[config.mk]
export PLATFORM = sky130hd
export DESIGN_NAME = modbus_rtu_master_framer_unit
export DESIGN_NICKNAME = d
export VERILOG_FILES = /design/src/hw/rtl/mrm_pkg.sv /design/src/hw/rtl/mrm_in_reg.sv /design/src/hw/rtl/mrm_core.sv /design/src/hw/rtl/mrm_emit.sv /design/src/hw/rtl/modbus_rtu_master_framer_unit.sv
export SDC_FILE = /design/constraint.sdc
export NUM_CORES = 1
export LEC_CHECK = 0
export ABC_CLOCK_PERIOD_IN_PS = 5000
export BUFFER_PORTS_ARGS = -buffer_cell sky130_fd_sc_hd__clkbuf_2
export CORE_ASPECT_RATIO = 1.2
export CORE_MARGIN = 5
export CORE_UTILIZATION = 52
export DETAILED_ROUTE_END_ITERATION = 8
export PLACE_DENSITY = 0.81
export SYNTH_ARGS = -nofsm -noshare
export SYNTH_HDL_FRONTEND = slang
export SYNTH_SLANG_ARGS = --single-unit
[constraint.sdc]
create_clock -name clk -period 5 [get_ports clk]
set_input_delay 0.75 -clock clk [delete_from_list [all_inputs] [get_ports clk]]
set_output_delay 0.75 -clock clk [all_outputs]
set_load 0.01 [all_outputs]
[src/hw/rtl/mrm_pkg.sv]
// ----------------------------------------------------------------------------
// mrm_pkg: shared types and constants of the Modbus RTU master framer
// Holds the command, result-kind and error codes, the CRC-16 byte update and
// the structs that pass between the input register, the core and the emitter.
// ----------------------------------------------------------------------------
`default_nettype none

package mrm_pkg;

  // Default number of register words a read may return
  localparam int DEFAULT_MAX_REGS = 4;

  // Counter width covering eight request bytes and up to eight words
  localparam int CNT_W = 4;

  // Request bytes before the CRC, and the full request length
  localparam int FRAME_BYTES = 6;
  localparam int TX_LEN      = 8;

  localparam logic [7:0]  SLAVE_ID_RESET = 8'h01;
  localparam logic [7:0]  FC_READ        = 8'h04;
  localparam logic [15:0] CRC_SEED       = 16'hFFFF;
  localparam logic [15:0] CRC_POLY       = 16'hA001;
  localparam logic [4:0]  ECHO_LEN       = 5'd8;
  localparam logic [4:0]  HDR_LEN        = 5'd5;

  // Input commands
  localparam logic [1:0] CMD_START   = 2'd0;
  localparam logic [1:0] CMD_BYTE    = 2'd1;
  localparam logic [1:0] CMD_TIMEOUT = 2'd2;

  // Result kinds
  localparam logic [1:0] KIND_TX      = 2'd0;
  localparam logic [1:0] KIND_WORD    = 2'd1;
  localparam logic [1:0] KIND_VERDICT = 2'd2;

  // Verdict codes
  localparam logic [2:0] ERR_OK       = 3'd0;
  localparam logic [2:0] ERR_TIMEOUT  = 3'd1;
  localparam logic [2:0] ERR_SLAVE_ID = 3'd2;
  localparam logic [2:0] ERR_FUNC     = 3'd3;
  localparam logic [2:0] ERR_CRC      = 3'd4;
  localparam logic [2:0] ERR_COUNT    = 3'd5;
  localparam logic [2:0] ERR_BAD_REQ  = 3'd6;

  // Transaction phase
  typedef enum logic [1:0] {
    PH_IDLE,
    PH_WAIT
  } phase_t;

  // One input item
  typedef struct packed {
    logic [1:0]  cmd;
    logic [7:0]  function_code;
    logic [15:0] register_address;
    logic [15:0] value_or_count;
    logic [7:0]  rx_byte;
  } item_t;

  // Burst handed from the core to the emitter
  typedef struct packed {
    logic                             is_tx;
    logic [FRAME_BYTES-1:0][7:0]      frame;
    logic [CNT_W-1:0]                 nwords;
    logic [2:0]                       err;
  } burst_t;

  // Fold one byte into a reflected CRC-16
  function automatic logic [15:0] crc_byte(input logic [15:0] crc, input logic [7:0] b);
    logic [15:0] c;
    c = crc ^ {8'h00, b};
    for (int i = 0; i < 8; i++) begin
      if (c[0]) begin
        c = (c >> 1) ^ CRC_POLY;
      end else begin
        c = c >> 1;
      end
    end
    return c;
  endfunction

endpackage

`default_nettype wire

[src/hw/rtl/mrm_in_reg.sv]
// ----------------------------------------------------------------------------
// mrm_in_reg: input holding register
// Captures one input transfer and holds it until the core consumes it.
// ----------------------------------------------------------------------------
`default_nettype none

module mrm_in_reg
  import mrm_pkg::*;
(
  input  wire logic  clk,
  input  wire logic  rst_n,
  input  wire logic  in_valid,
  output      logic  in_stall,
  input  wire item_t in_item,
  input  wire logic  consume,
  output      logic  item_valid,
  output      item_t item
);

  logic  valid_r;
  logic  valid_nxt;
  item_t item_r;
  logic  take;

  // Stall only while a held item is not consumed
  assign in_stall = valid_r && !consume;
  assign take     = in_valid && !in_stall;

  always_comb begin
    valid_nxt = valid_r;
    if (take) begin
      valid_nxt = 1'b1;
    end else if (consume) begin
      valid_nxt = 1'b0;
    end
  end

  always_ff @(posedge clk) begin
    if (!rst_n) begin
      valid_r <= 1'b0;
    end else begin
      valid_r <= valid_nxt;
    end
  end

  // Hold the payload of the accepted transfer
  always_ff @(posedge clk) begin
    if (take) begin
      item_r <= in_item;
    end
  end

  assign item_valid = valid_r;
  assign item       = item_r;

endmodule

`default_nettype wire

[src/hw/rtl/mrm_core.sv]
// ----------------------------------------------------------------------------
// mrm_core: transaction state of the framer
// Checks received bytes, folds them into the running CRC, stores register
// words and hands a result burst to the emitter for every item that has one.
// ----------------------------------------------------------------------------
`default_nettype none

module mrm_core
  import mrm_pkg::*;
#(
  parameter int MAX_REGS = DEFAULT_MAX_REGS
) (
  input  wire logic        clk,
  input  wire logic        rst_n,
  input  wire logic        cfg_we,
  input  wire logic [7:0]  cfg_wdata,
  input  wire logic        item_valid,
  input  wire item_t       item,
  output      logic        consume,
  input  wire logic        emit_ready,
  output      logic        burst_valid,
  output      burst_t      burst,
  output      logic [15:0] words [MAX_REGS]
);

  logic [7:0]       slave_id_r;
  phase_t           phase_r,  phase_nxt;
  logic [4:0]       exp_len_r, exp_len_nxt;
  logic [4:0]       rcv_cnt_r, rcv_cnt_nxt;
  logic [15:0]      crc_r,     crc_nxt;
  logic [7:0]       req_code_r, req_code_nxt;
  logic [CNT_W-1:0] req_cnt_r,  req_cnt_nxt;
  logic [2:0]       err_r,     err_nxt;
  logic [7:0]       hold_r,    hold_nxt;
  logic [15:0]      words_r [MAX_REGS];

  logic             bad_req;
  logic             frame_end;
  logic             has_res;
  logic             word_we;
  logic [CNT_W-1:0] word_idx;
  logic [15:0]      word_data;
  logic [5:0]       pos_p2;
  logic [5:0]       pos_p1;
  logic [5:0]       len_x;
  logic [4:0]       off;

  assign pos_p2 = {1'b0, rcv_cnt_r} + 6'd2;
  assign pos_p1 = {1'b0, rcv_cnt_r} + 6'd1;
  assign len_x  = {1'b0, exp_len_r};
  assign off    = rcv_cnt_r - 5'd3;

  // Read with a zero count or more words than stored is refused
  assign bad_req = (item.function_code == FC_READ) &&
                   ((item.value_or_count == 16'd0) ||
                    (item.value_or_count > 16'(MAX_REGS)));

  // Byte that completes the response
  assign frame_end = (item.cmd == CMD_BYTE) && (phase_r == PH_WAIT) && (pos_p1 >= len_x);

  // Next phase
  always_comb begin
    phase_nxt = phase_r;
    case (item.cmd)
      CMD_START: begin
        phase_nxt = bad_req ? PH_IDLE : PH_WAIT;
      end
      CMD_TIMEOUT: begin
        phase_nxt = PH_IDLE;
      end
      CMD_BYTE: begin
        if (frame_end) begin
          phase_nxt = PH_IDLE;
        end
      end
      default: begin
        phase_nxt = phase_r;
      end
    endcase
  end

  // Datapath update and result burst
  always_comb begin
    exp_len_nxt  = exp_len_r;
    rcv_cnt_nxt  = rcv_cnt_r;
    crc_nxt      = crc_r;
    req_code_nxt = req_code_r;
    req_cnt_nxt  = req_cnt_r;
    err_nxt      = err_r;
    hold_nxt     = hold_r;
    has_res      = 1'b0;
    word_we      = 1'b0;
    word_idx     = off[4:1];
    word_data    = {hold_r, item.rx_byte};
    burst        = '0;

    case (item.cmd)
      CMD_START: begin
        has_res = 1'b1;
        if (bad_req) begin
          burst.err = ERR_BAD_REQ;
        end else begin
          burst.is_tx    = 1'b1;
          burst.frame[0] = slave_id_r;
          burst.frame[1] = item.function_code;
          burst.frame[2] = item.register_address[15:8];
          burst.frame[3] = item.register_address[7:0];
          burst.frame[4] = item.value_or_count[15:8];
          burst.frame[5] = item.value_or_count[7:0];
          req_code_nxt   = item.function_code;
          if (item.function_code == FC_READ) begin
            req_cnt_nxt = item.value_or_count[CNT_W-1:0];
            exp_len_nxt = HDR_LEN + {item.value_or_count[3:0], 1'b0};
          end else begin
            req_cnt_nxt = '0;
            exp_len_nxt = ECHO_LEN;
          end
          rcv_cnt_nxt = 5'd0;
          crc_nxt     = CRC_SEED;
          err_nxt     = ERR_OK;
          hold_nxt    = 8'd0;
        end
      end

      CMD_TIMEOUT: begin
        if (phase_r == PH_WAIT) begin
          has_res   = 1'b1;
          burst.err = ERR_TIMEOUT;
        end
      end

      CMD_BYTE: begin
        if (phase_r == PH_WAIT) begin
          if (pos_p2 < len_x) begin
            // Header and data bytes: check, store, fold into the CRC
            if (rcv_cnt_r == 5'd0) begin
              if (item.rx_byte != slave_id_r && err_r == ERR_OK) begin
                err_nxt = ERR_SLAVE_ID;
              end
            end else if (rcv_cnt_r == 5'd1) begin
              if (item.rx_byte != req_code_r && err_r == ERR_OK) begin
                err_nxt = ERR_FUNC;
              end
            end else if (rcv_cnt_r == 5'd2) begin
              if (req_code_r == FC_READ && err_r == ERR_OK &&
                  item.rx_byte != {3'd0, req_cnt_r, 1'b0}) begin
                err_nxt = ERR_COUNT;
              end
            end else if (req_code_r == FC_READ) begin
              if (!off[0]) begin
                hold_nxt = item.rx_byte;
              end else if (word_idx < CNT_W'(MAX_REGS)) begin
                word_we = 1'b1;
              end
            end
            crc_nxt = crc_byte(crc_r, item.rx_byte);
          end else if (pos_p2 == len_x) begin
            // CRC low byte
            if (item.rx_byte != crc_r[7:0] && (err_r == ERR_OK || err_r == ERR_COUNT)) begin
              err_nxt = ERR_CRC;
            end
          end else begin
            // CRC high byte
            if (item.rx_byte != crc_r[15:8] && (err_r == ERR_OK || err_r == ERR_COUNT)) begin
              err_nxt = ERR_CRC;
            end
          end
          rcv_cnt_nxt = rcv_cnt_r + 5'd1;
          if (frame_end) begin
            has_res   = 1'b1;
            burst.err = err_nxt;
            if (err_nxt == ERR_OK && req_code_r == FC_READ) begin
              burst.nwords = req_cnt_r;
            end
          end
        end
      end

      default: begin
        has_res = 1'b0;
      end
    endcase
  end

  // Consume an item once its burst, if any, has a place
  assign consume     = item_valid && (!has_res || emit_ready);
  assign burst_valid = item_valid && has_res && emit_ready;

  // Control state
  always_ff @(posedge clk) begin
    if (!rst_n) begin
      slave_id_r <= SLAVE_ID_RESET;
      phase_r    <= PH_IDLE;
      exp_len_r  <= 5'd0;
      rcv_cnt_r  <= 5'd0;
      crc_r      <= CRC_SEED;
      req_code_r <= 8'd0;
      req_cnt_r  <= '0;
      err_r      <= ERR_OK;
      hold_r     <= 8'd0;
    end else begin
      if (cfg_we) begin
        slave_id_r <= cfg_wdata;
      end
      if (consume) begin
        phase_r    <= phase_nxt;
        exp_len_r  <= exp_len_nxt;
        rcv_cnt_r  <= rcv_cnt_nxt;
        crc_r      <= crc_nxt;
        req_code_r <= req_code_nxt;
        req_cnt_r  <= req_cnt_nxt;
        err_r      <= err_nxt;
        hold_r     <= hold_nxt;
      end
    end
  end

  // Register word store, one write enable per entry
  for (genvar i = 0; i < MAX_REGS; i++) begin : g_word
    always_ff @(posedge clk) begin
      if (consume && word_we && word_idx == CNT_W'(i)) begin
        words_r[i] <= word_data;
      end
    end
    assign words[i] = words_r[i];
  end

endmodule

`default_nettype wire

[src/hw/rtl/mrm_emit.sv]
// ----------------------------------------------------------------------------
// mrm_emit: result sequencer and output register
// Plays out one burst a result per transfer: the six request bytes and their
// two CRC bytes, or the stored register words followed by the verdict.
// ----------------------------------------------------------------------------
`default_nettype none

module mrm_emit
  import mrm_pkg::*;
#(
  parameter int MAX_REGS = DEFAULT_MAX_REGS
) (
  input  wire logic        clk,
  input  wire logic        rst_n,
  input  wire logic        burst_valid,
  input  wire burst_t      burst,
  input  wire logic [15:0] words [MAX_REGS],
  output      logic        emit_ready,
  output      logic        out_valid,
  input  wire logic        out_stall,
  output      logic [1:0]  out_kind,
  output      logic [7:0]  out_tx_byte,
  output      logic [2:0]  out_register_index,
  output      logic [15:0] out_register_value,
  output      logic        out_ok,
  output      logic [2:0]  out_error_code,
  output      logic        out_last
);

  localparam int IW = (MAX_REGS > 1) ? $clog2(MAX_REGS) : 1;

  logic                        busy_r;
  logic                        is_tx_r;
  logic [FRAME_BYTES-1:0][7:0] frame_r;
  logic [CNT_W-1:0]            nwords_r;
  logic [2:0]                  err_r;
  logic [CNT_W-1:0]            cnt_r;
  logic [15:0]                 crc_r;
  logic                        out_valid_r;
  logic [1:0]                  kind_r;
  logic [7:0]                  tx_byte_r;
  logic [2:0]                  reg_idx_r;
  logic [15:0]                 reg_val_r;
  logic                        ok_r;
  logic [2:0]                  err_out_r;
  logic                        last_r;

  logic                        load;
  logic                        final_res;
  logic                        in_frame;
  logic [7:0]                  frame_byte;
  logic [7:0]                  tx_sel;

  // Load the output register when it is empty or being drained
  assign load      = busy_r && (!out_valid_r || !out_stall);
  assign final_res = is_tx_r ? (cnt_r == CNT_W'(TX_LEN - 1)) : (cnt_r == nwords_r);
  assign emit_ready = !busy_r || (load && final_res);

  // Select the request byte: header bytes, then CRC low and high
  assign in_frame   = cnt_r < CNT_W'(FRAME_BYTES);
  assign frame_byte = frame_r[cnt_r[2:0]];
  always_comb begin
    if (in_frame) begin
      tx_sel = frame_byte;
    end else if (cnt_r == CNT_W'(FRAME_BYTES)) begin
      tx_sel = crc_r[7:0];
    end else begin
      tx_sel = crc_r[15:8];
    end
  end

  // Control state
  always_ff @(posedge clk) begin
    if (!rst_n) begin
      busy_r      <= 1'b0;
      out_valid_r <= 1'b0;
      cnt_r       <= '0;
    end else begin
      out_valid_r <= load || (out_valid_r && out_stall);
      if (load) begin
        cnt_r <= cnt_r + 1'b1;
        if (final_res) begin
          busy_r <= 1'b0;
        end
      end
      if (burst_valid) begin
        busy_r <= 1'b1;
        cnt_r  <= '0;
      end
    end
  end

  // Burst payload and request CRC
  always_ff @(posedge clk) begin
    if (load && is_tx_r && in_frame) begin
      crc_r <= crc_byte(crc_r, frame_byte);
    end
    if (burst_valid) begin
      is_tx_r  <= burst.is_tx;
      frame_r  <= burst.frame;
      nwords_r <= burst.nwords;
      err_r    <= burst.err;
      crc_r    <= CRC_SEED;
    end
  end

  // Output register
  always_ff @(posedge clk) begin
    if (load) begin
      tx_byte_r <= 8'd0;
      reg_idx_r <= 3'd0;
      reg_val_r <= 16'd0;
      ok_r      <= 1'b0;
      err_out_r <= ERR_OK;
      last_r    <= final_res;
      if (is_tx_r) begin
        kind_r    <= KIND_TX;
        tx_byte_r <= tx_sel;
      end else if (!final_res) begin
        kind_r    <= KIND_WORD;
        reg_idx_r <= cnt_r[2:0];
        reg_val_r <= words[cnt_r[IW-1:0]];
      end else begin
        kind_r    <= KIND_VERDICT;
        ok_r      <= (err_r == ERR_OK);
        err_out_r <= err_r;
      end
    end
  end

  assign out_valid          = out_valid_r;
  assign out_kind           = kind_r;
  assign out_tx_byte        = tx_byte_r;
  assign out_register_index = reg_idx_r;
  assign out_register_value = reg_val_r;
  assign out_ok             = ok_r;
  assign out_error_code     = err_out_r;
  assign out_last           = last_r;

endmodule

`default_nettype wire

[src/hw/rtl/modbus_rtu_master_framer_unit.sv]
// ----------------------------------------------------------------------------
// modbus_rtu_master_framer_unit: Modbus RTU master framer with CRC-16
// Builds requests, checks responses and reports register words and verdicts.
//
// Channels: the input channel carries commands (start a request, one
// received byte, receive timeout); the output channel carries results
// (request bytes, register words, verdicts), the last one of an item marked
// by out_last. Both use valid/stall; a transfer happens when valid is high
// and stall is low. cfg_we writes cfg_wdata into the slave address.
// Path: the first result of an item passes the input register, the
// emitter's burst registers and then the output register.
// Throughput: an item without results never waits for the emitter; one with
// results waits in the input register until the burst before it is done.
// Results go out one per cycle through the output register while out_stall
// is low; a valid start gives eight, a completed read the words and a verdict.
// Reset: synchronous, active low; the slave address returns to 1, the
// transaction goes idle and both channels are empty.
// Stall: a stalled result holds in the output register; items without results
// are still taken meanwhile, and one with results is held until its results have a place.
// ----------------------------------------------------------------------------
`default_nettype none

module modbus_rtu_master_framer_unit
  import mrm_pkg::*;
#(
  parameter int MAX_REGS = DEFAULT_MAX_REGS
) (
  input  wire logic        clk,
  input  wire logic        rst_n,
  input  wire logic        cfg_we,
  input  wire logic [7:0]  cfg_wdata,
  input  wire logic        in_valid,
  output      logic        in_stall,
  input  wire logic [1:0]  in_cmd,
  input  wire logic [7:0]  in_function_code,
  input  wire logic [15:0] in_register_address,
  input  wire logic [15:0] in_value_or_count,
  input  wire logic [7:0]  in_rx_byte,
  output      logic        out_valid,
  input  wire logic        out_stall,
  output      logic [1:0]  out_kind,
  output      logic [7:0]  out_tx_byte,
  output      logic [2:0]  out_register_index,
  output      logic [15:0] out_register_value,
  output      logic        out_ok,
  output      logic [2:0]  out_error_code,
  output      logic        out_last
);

  item_t       in_item;
  item_t       item;
  logic        item_valid;
  logic        consume;
  logic        emit_ready;
  logic        burst_valid;
  burst_t      burst;
  logic [15:0] words [MAX_REGS];

  // Gather the input payload
  assign in_item.cmd              = in_cmd;
  assign in_item.function_code    = in_function_code;
  assign in_item.register_address = in_register_address;
  assign in_item.value_or_count   = in_value_or_count;
  assign in_item.rx_byte          = in_rx_byte;

  mrm_in_reg u_in_reg (
    .clk        (clk),
    .rst_n      (rst_n),
    .in_valid   (in_valid),
    .in_stall   (in_stall),
    .in_item    (in_item),
    .consume    (consume),
    .item_valid (item_valid),
    .item       (item)
  );

  mrm_core #(
    .MAX_REGS (MAX_REGS)
  ) u_core (
    .clk         (clk),
    .rst_n       (rst_n),
    .cfg_we      (cfg_we),
    .cfg_wdata   (cfg_wdata),
    .item_valid  (item_valid),
    .item        (item),
    .consume     (consume),
    .emit_ready  (emit_ready),
    .burst_valid (burst_valid),
    .burst       (burst),
    .words       (words)
  );

  mrm_emit #(
    .MAX_REGS (MAX_REGS)
  ) u_emit (
    .clk                (clk),
    .rst_n              (rst_n),
    .burst_valid        (burst_valid),
    .burst              (burst),
    .words              (words),
    .emit_ready         (emit_ready),
    .out_valid          (out_valid),
    .out_stall          (out_stall),
    .out_kind           (out_kind),
    .out_tx_byte        (out_tx_byte),
    .out_register_index (out_register_index),
    .out_register_value (out_register_value),
    .out_ok             (out_ok),
    .out_error_code     (out_error_code),
    .out_last           (out_last)
  );

endmodule

`default_nettype wire

==> metrics.txt, run 1 <==
status complete, no violations; Final Max Slew Viols 0; total congestion overflow 0; DP HPWL about 18 mm; critical path class reg -> out; NumNets Final between 1000 and 1500; I/O pin count approximately 100; post-synth net total 1119; RD Place Congestion 0.923; PortBufs 98; sequential area share after synthesis 0.598; Crit. End Element primary output; CTS Hold Buffers Added 0; clock sink total roughly 280; placed instance count 1404; Worst Hold Class in -> reg; Hold Vio Cnt, Final 0; critical path required time between 4000 and 5000 ps; Die ar. 0.0281 mm^2; fmax about 240 MHz; register bit count reported by yosys 284; Post-DP Area ~0.014 mm^2; WL/cell ~18 um; total negative slack 0 ps; setup slack, reg-to-reg roughly 1200 ps; EDFF count, synth about 200; Worst Skew 11.6 ps; Design Area, Final about 0.015 mm^2; Synth top area share 0.474; non-filler cells, final between 1000 and 1500; Rows between 60 and 70; Die W around 150 um; Residual DRC 0; crit-path max FO 10; Setup Fix Bufs, Post-CTS 0; Synth Flop Type edfxtp_1; clock buffer depth 3; CTS clock-pin slew for the worst setup and hold paths roughly 70 ps; number of diodes 0; total number of vias a little over 8000; DR pass1 iterations 5; synthesized instance count just over 1000; Hold Path Depth 1; via/cell ratio between 5 and 6; fill count 1901; first-pass GRT wire length approximately 43 mm; CTS tree built; P&R area growth vs syn 12.8%; CTS Root Cell clkbuf_16; Post-DRT Antenna Nets 0; clk_lat worst skew between 500 and 600 ps; worst r2r path cells 11; Worst VDD drop 293 uV; largest net degree at the start of global routing 57; CP arrival between 3000 and 4000 ps; final setup violating endpoints 0; Least-Margin Pin Slew between 800 and 900 ps; # resized after CTS 0; critical path launch point type flip-flop; GRT Total Usage 0.190; Worst slew margin 0.465; Pwr Density ~370 mW/mm^2; total CTS buffers 28; dominant cells by area after synthesis edfxtp_1, dfxtp_1, mux2i_1, xnor2_1, mux4_2; syn avg cell area around 13 um^2; Post-Syn Area 0.0129 mm^2; RSZ-0062 raised after global routing no; layout cells sized above 1 0.181; Final min period just over 4000 ps; max-cap viol count 0; leading area contributor after synthesis edfxtp_1; vias in the first global route approximately 8000; drt initial violations around 740; initial antenna violation count 0; asr flop ratio synth 0; synth unique cells 66; Starting Density 0.525; core area 0.0246 mm^2; Post-Route WL roughly 27 mm; Die Ht 183 um; Synth warnings 0; H-tree levels 1; fin crit share 0.829; Leak 5.35 nW
-- worst paths after layout --
path / from / endpoint
setup reg to reg: u_core.rcv_cnt_r[0] / u_core.words_r[3][15]
hold / removal: in_register_address[2] / u_in_reg.item[26]
hold reg to reg: u_emit.crc_r[13] / u_emit.crc_r[5]
setup / recovery: u_core.rcv_cnt_r[0] / in_stall
-- synth_stat cells, types with 6 or more instances --
library cell and count:
nand2_1 58, edfxtp_1 204, buf_6 6, nor2b_1 27, ha_1 25, nor2_1 65, inv_1 24, xnor2_1 52
o21ai_0 46, o211ai_1 9, xor2_1 20, nand4_1 8, nand3_1 33, nor3_1 20, mux4_2 18, buf_2 11
and3b_1 11, dfxtp_1 80, mux2i_1 51, clkbuf_1 42, a21oi_1 39, nor4_1 8, and3_1 16, nor3b_1 8
and2_1 53
-- cell usage in the layout, fill, tap and decap left out, drive strengths merged, types with 25 or more instances in the layout --
| master | count |
|---|---|
| and2 | 53 |
| mux2i | 51 |
| edfxtp | 204 |
| xnor2 | 52 |
| nand2 | 58 |
| nand3 | 34 |
| a21oi | 39 |
| nor2 | 65 |
| ha | 25 |
| o21ai | 46 |
| nor2b | 27 |
| clkbuf | 130 |
| dfxtp | 80 |
-- flip-flops by register name, summed over array words and instances (netlist names), 4 cells and up --
signal	count
u_emit.frame_r	48
u_core.crc_r	16
u_core.slave_id_r	8
u_emit.cnt_r	4
u_emit.crc_r	16
u_core.hold_r	8
u_emit.out_register_value	16
u_core.rcv_cnt_r	5
u_emit.nwords_r	4
u_core.req_code_r	8
u_core.req_cnt_r	4
u_core.words_r	64
u_core.exp_len_r	4
u_in_reg.item	50
u_emit.out_tx_byte	8
-- area by class of cell --
cell class | count | area (um^2) | area share
Sequential cell | 284 | 7730 | 0.531
Timing Repair Buffer | 114 | 611 | 0.0419
Inverter | 25 | 93.8 | 0.00644
Clock buffer | 32 | 747 | 0.0513
Clock inverter | 18 | 194 | 0.0133
Multi-Input combinational cell | 656 | 4790 | 0.329
Tap cell | 325 | 407 | 0.0279
-- power by group --
group          switching (mW)  total [mW]  internal (mW)
logic                   0.267       0.590          0.323
registers               0.118        2.74           2.62
clock network           0.855        2.13           1.27
total                    1.24        5.46           4.22
-- through the flow --
stage / total power, mW / worst slack [ps] / util / hold slack, ps
finish: 5.46 / 857 / 0.592 / 390
floorplan: 3.23 / 191 / - / 454
global route: 5.68 / 656 / 0.592 / 372
detailed placement: 3.38 / 1260 / 0.554 / 491
global placement: 3.35 / 1390 / 0.554 / 474
CTS: 5.50 / 859 / 0.592 / 374
-- per-layer routing --
metal  track usage  share of wire
met3        0.0270          0.062
met4        0.0562          0.027
met5             0              0
met2         0.309           0.49
met1         0.270           0.43
-- worst max-delay path, cell delays in order, from the launching register on --
cell and delay (ps):
dfxtp_1 550, ha_1 300, xor2_1 500, ha_1 330
o21a_1 100, o21a_1 160, o21ai_0 220, a31oi_1 120
buf_4 190, and3_1 250, clkbuf_2 150
-- cells by family after synthesis --
kind of cell,count (synthesis),share of synthesized area
xor gates and xnor gates,75,0.0542
muxes,74,0.0753
and+or+nand+nor,348,0.150
buffers and inverters,91,0.0329
DFF,284,0.598
AOI/OAI and AO/OA,134,0.0647
adders and majority gates,25,0.0242
Power figures use the tool's default switching activity.
==> run 2, diff against run 1 <==
--- a/config.mk
+++ b/config.mk
@@ -5,13 +5,13 @@
 export SDC_FILE = /design/constraint.sdc
 export NUM_CORES = 1
 export LEC_CHECK = 0
-export ABC_CLOCK_PERIOD_IN_PS = 5000
+export ABC_CLOCK_PERIOD_IN_PS = 4080
 export BUFFER_PORTS_ARGS = -buffer_cell sky130_fd_sc_hd__clkbuf_2
 export CORE_ASPECT_RATIO = 1.2
 export CORE_MARGIN = 5
 export CORE_UTILIZATION = 52
 export DETAILED_ROUTE_END_ITERATION = 8
-export PLACE_DENSITY = 0.81
+export PLACE_DENSITY = 0.79
 export SYNTH_ARGS = -nofsm -noshare
 export SYNTH_HDL_FRONTEND = slang
 export SYNTH_SLANG_ARGS = --single-unit
==> constraint.sdc (replaced) <==
create_clock -name clk -period 4.08 [get_ports clk]
set_input_delay 0.612 -clock clk [delete_from_list [all_inputs] [get_ports clk]]
set_output_delay 0.612 -clock clk [all_outputs]
set_load 0.01 [all_outputs]
==> metrics.txt, run 2 (same netlist as run 1, synthesis figures left out) <==
status complete, no violations; Worst Hold Class in -> reg; Reg2Reg Launch Point u_core.rcv_cnt_r[0]; Pwr Density 455 mW/mm^2; Leak about 5.4 nW; via/cell ratio 5.51; critical path required time 3470 ps; max reg flops between 60 and 70; core area approximately 0.025 mm^2; clock buffer depth 3; total congestion overflow 0; DR pass1 iterations 6; WL/cell around 18 um; CP Cell Sequence ha_1, xor2_1, ha_1, o21a_1, o21a_1, o21ai_0, a31oi_1, and3_1, clkbuf_2; Worst slew margin 0.438; RD Place Congestion 0.932; CTS Hold Buffers Added 0; first-pass GRT wire length between 40 and 50 mm; total CTS buffers 27; CP max stage cell dfxtp_1; PortBufs 98; critical path class reg -> out; fmax ~260 MHz; Post-DRT Antenna Nets 0; CP peak stage delay 520 ps; Hold Path Depth 1; Top reg by flops u_core.words_r; DP HPWL 18.0 mm; worst r2r path cells 11; max-cap viol count 0; vias in the first global route ~8000; total number of vias just over 8000; Worst VDD drop approximately 320 uV; H-tree levels 1; Starting Density 0.525; final setup violating endpoints 0; RR Endpoint u_core.words_r[3][7]; number of diodes 0; commonest non-fill, non-tap cell in the layout edfxtp_1; drt initial violations roughly 730; fin crit share 0.956; Die ar. approximately 0.028 mm^2; Worst Skew around 12 ps; clock sink total between 200 and 300; Final Max Slew Viols 0; initial antenna violation count 0; Die W about 150 um; setup slack, reg-to-reg between 400 and 500 ps; clk_lat worst skew 530 ps; largest net degree at the start of global routing 57; Post-Route WL between 20 and 30 mm; Least-Margin Pin Slew 841 ps; fill count 1943; critical path launch point type flip-flop; P&R area growth vs syn 14.0%; RSZ-0062 raised after global routing no; # resized after CTS 0; Hold Vio Cnt, Final 0; crit-path max FO 10; layout cells sized above 1 0.197; Worst Hold Endpoint u_in_reg.item[18]; CTS tree built; CTS clock-pin slew for the worst setup and hold paths approximately 60 ps; CP arrival 3290 ps; Final min period 3900 ps; NumNets Final 1210; Rows 63; CTS Root Cell clkbuf_16; hold slack final between 200 and 300 ps; Die Ht roughly 180 um; Hold Crit Start in_value_or_count[10]; Residual DRC 0; Setup Fix Bufs, Post-CTS 0; total negative slack 0 ps; GRT Total Usage 0.185; Crit. End Element primary output; I/O pin count 99; most frequent cells in the layout edfxtp_1, clkbuf_2, dfxtp_1
run 2: changes by cell type in the layout (fill, tap and decap cells not counted), sizes merged:
cell and change:
clkinv -8, inv -1, buf +14, clkinvlp +2, bufinv -3, clkbuf +9
run 2: routing by layer:
layer / share of wire / GRT usage
met5: 0 / 0
met3: 0.059 / 0.0285
met1: 0.44 / 0.258
met4: 0.022 / 0.0491
met2: 0.48 / 0.306
run 2: worst max-delay path by stage:
stage | start | endpoint | cells past startpoint
floorplan | u_core.rcv_cnt_r[0] | u_core.words_r[3][0] | 12
global placement | u_core.rcv_cnt_r[0] | u_in_reg.item[35] | 10
detailed placement | u_core.rcv_cnt_r[0] | u_in_reg.item[35] | 10
CTS | u_core.rcv_cnt_r[0] | in_stall | 9
global route | u_core.rcv_cnt_r[0] | in_stall | 9
finish | u_core.rcv_cnt_r[0] | in_stall | 9
run 2: cell type report:
cell class                      instances  area [um^2]  area share
Clock inverter                          8         72.6     0.00493
Timing Repair Buffer                  128          741      0.0503
Inverter                               25         97.6     0.00663
Sequential cell                       284         7730       0.525
Tap cell                              325          407      0.0276
Multi-Input combinational cell        656         4790       0.325
Clock buffer                           41          888      0.0603
run 2: metrics by stage:
stage          power, mW  worst slack (ps)  cells  area [um^2]  utilization
2_1_floorplan       3.96              64.4   1031        12900            -
3_3_place_gp        4.13               614   1418        13800        0.560
3_5_place_dp        4.15               512   1418        13800        0.560
4_1_cts             6.74               243   1467        14700        0.599
5_1_grt             6.96              1.36   1467        14700        0.599
6_report            6.70               179   1467        14700        0.599
run 2: power by group:
group	switching [mW]	total (mW)	internal (mW)	leakage [nW]
combinational	0.353	0.757	0.404	2.42
sequential	0.124	3.33	3.21	2.54
clock	1.05	2.61	1.57	0.472
run 2: worst max-delay path, delay by kind of cell (launching register included):
kind,cells,cell delay (ps)
AOI/OAI and AO/OA,4,700
xor gates and xnor gates,1,480
adders and majority gates,2,620
buffers and inverters,1,160
DFF,1,520
and+or+nand+nor,1,280
==> run 3, diff against run 2 <==
--- a/config.mk
+++ b/config.mk
@@ -5,13 +5,14 @@
 export SDC_FILE = /design/constraint.sdc
 export NUM_CORES = 1
 export LEC_CHECK = 0
+export ABC_AREA = 1
 export ABC_CLOCK_PERIOD_IN_PS = 4080
 export BUFFER_PORTS_ARGS = -buffer_cell sky130_fd_sc_hd__clkbuf_2
 export CORE_ASPECT_RATIO = 1.2
 export CORE_MARGIN = 5
 export CORE_UTILIZATION = 52
 export DETAILED_ROUTE_END_ITERATION = 8
-export PLACE_DENSITY = 0.79
+export PLACE_DENSITY = 0.78
 export SYNTH_ARGS = -nofsm -noshare
 export SYNTH_HDL_FRONTEND = slang
 export SYNTH_SLANG_ARGS = --single-unit
==> metrics.txt, run 3 <==
status complete, no violations; Starting Density 0.528; Core Util, Final 0.596; Worst Hold Class in -> reg; Final Max Slew Viols 0; Reg2Reg Launch Point u_core.rcv_cnt_r[0]; complex-gate fraction of the synthesized area 0.0938; via/cell ratio 5.22; synth unique cells 42; Synth top area share 0.467; Worst VDD drop 362 uV; RSZ-0062 raised after global routing no; CTS tree built; clk_lat worst skew roughly 540 ps; GRT Total Usage 0.202; drt initial violations 927; Setup Fix Bufs, Post-CTS 0; fin crit share 0.930; Die Ht about 180 um; P&R area growth vs syn 12.8%; Crit. End Element primary output; I/O pin count 99; synthesized instance count 1396; layout cells sized above 1 0.130; Least-Margin Pin Slew around 880 ps; met3 routed WL between 2 and 2.5 mm; number of diodes 0; Top reg by flops u_core.words_r; max-cap viol count 0; worst r2r path cells 15; max reg flops 64; largest family of logic cells by synthesized area simple AND/OR/NAND/NOR gates; Die ar. between 0.02 and 0.03 mm^2; clock sink total between 200 and 300; CTS Root Cell clkbuf_16; Worst Setup EP in_stall; xor/xnor share of the synthesized area 0.0320; fmax around 260 MHz; PortBufs 98; asr flop ratio synth 0; DP HPWL just over 20 mm; commonest non-fill, non-tap cell in the layout nand2_1; setup slack, reg-to-reg ~680 ps; total number of vias between 9000 and 10000; Pwr Density 444 mW/mm^2; total negative slack 0 ps; Post-Synth Simple-Gate Area 0.182; register bit count reported by yosys about 280; Die W ~150 um; initial antenna violation count 0; RD Place Congestion around 0.95; NumNets Final around 1600; syn avg cell area about 9.4 um^2; Synth warnings 0; metal2 WL ~14 mm; RR Endpoint u_core.words_r[2][7]; CP Launch Point u_core.rcv_cnt_r[0]; final setup violating endpoints 0; CP arrival 3180 ps; Final min period 3800 ps; vias in the first global route approximately 9200; uppermost routed layer met4; Rows between 60 and 70; Leak 6.43 nW; Post-DRT Antenna Nets 0; Hold Vio Cnt, Final 0; Residual DRC 0; mux cell area share after synthesis 0; first-pass GRT wire length ~46 mm; Worst slew margin 0.410; synth cell count leaders nand2_1, edfxtp_1, nor2_1, inv_1, o21ai_0; Synth Area in Adders 0.0238; H-tree levels 1; Synth Flop Type edfxtp_1; post-synth net total ~1500; EDFF count, synth 204; crit-path max FO 8; hold slack final 250 ps; total CTS buffers 28; clock buffer depth 3; total congestion overflow 0; leading area contributor after synthesis edfxtp_1; critical path required time approximately 3500 ps; dominant cells by area after synthesis edfxtp_1, dfxtp_1, nand2_1, nor2_1, inv_1; fill count 2101; critical path class reg -> out; critical path launch point type flip-flop; DR pass1 iterations 6; largest net degree at the start of global routing 60; sequential area share after synthesis 0.589; core area about 0.025 mm^2; M1 WL between 10 and 15 mm; Worst Skew 13.2 ps; top-count cell post-synth nand2_1; CTS clock-pin slew for the worst setup and hold paths around 70 ps; Post-Syn Area 0.0131 mm^2; most frequent cells in the layout nand2_1, edfxtp_1, nor2_1; Post-Route WL roughly 29 mm; WL/cell roughly 16 um
run 3: how the worst min path moves through the flow:
stage / depth (start not counted) / from / end
finish: 1 / in_cmd[1] / u_in_reg.item[49]
global route: 1 / in_value_or_count[4] / u_in_reg.item[12]
CTS: 1 / in_register_address[0] / u_in_reg.item[24]
detailed placement: 2 / u_core.crc_r[1] / u_core.crc_r[1]
global placement: 2 / u_core.exp_len_r[2] / u_core.exp_len_r[2]
floorplan: 2 / u_core.exp_len_r[4] / u_core.exp_len_r[4]
run 3: stage by stage:
step / setup WS [ps] / instances / cell area [um^2] / power [mW]
final: 285 / 1834 / 14800 / 6.57
after global routing: 14.5 / 1834 / 14800 / 6.84
after CTS: 164 / 1834 / 14800 / 6.61
after detailed placement: 710 / 1783 / 13900 / 4.08
after global placement: 837 / 1783 / 13900 / 4.06
after floorplan: 302 / 1396 / 13100 / 3.88
run 3: cell families after synthesis:
| logic type | Yosys count |
|---|---|
| xor+xnor | 48 |
| buf+inv | 250 |
| flops | 284 |
| compound gates | 216 |
| fa+ha+maj | 25 |
| simple gates | 573 |
run 3: metal layers:
metal	vias up	track usage
met5	-	0
met4	0	0.0717
met3	60	0.0294
met2	360	0.341
met1	4399	0.268
li1	4753	-
run 3: cell type report:
cell class	count	area (um^2)	area share
clock buffer	33	741	0.0501
clock inverter	18	169	0.0114
inverter	196	741	0.0501
multi-input combinational	862	4360	0.294
sequential	284	7730	0.522
tap	325	407	0.0275
timing repair buffer	116	651	0.0440
run 3: worst max-delay path, cell delays in order, from the launching register on:
cell and delay (ps):
dfxtp_2 410, inv_1 160, ha_1 370, ha_1 290, a21oi_1 60, o21bai_1 120, a21oi_1 80, o21ai_0 280
nand2_1 180, nand2_1 130, nand3_2 150, nor2_1 230, clkbuf_2 180
run 3: report_power, final:
group / total, mW / internal, mW / leakage, nW / switching [mW]
Combinational: 0.711 / 0.253 / 3.45 / 0.458
Sequential: 3.32 / 3.22 / 2.54 / 0.104
Clock: 2.54 / 1.48 / 0.440 / 1.06
Total: 6.57 / 4.95 / 6.43 / 1.62
run 3: timing repair:
item / in CTS / in global routing
endpoints found under the setup margin: 0 / 1
gates resized for setup: 0 / 1
hold buffers: 0 / 0
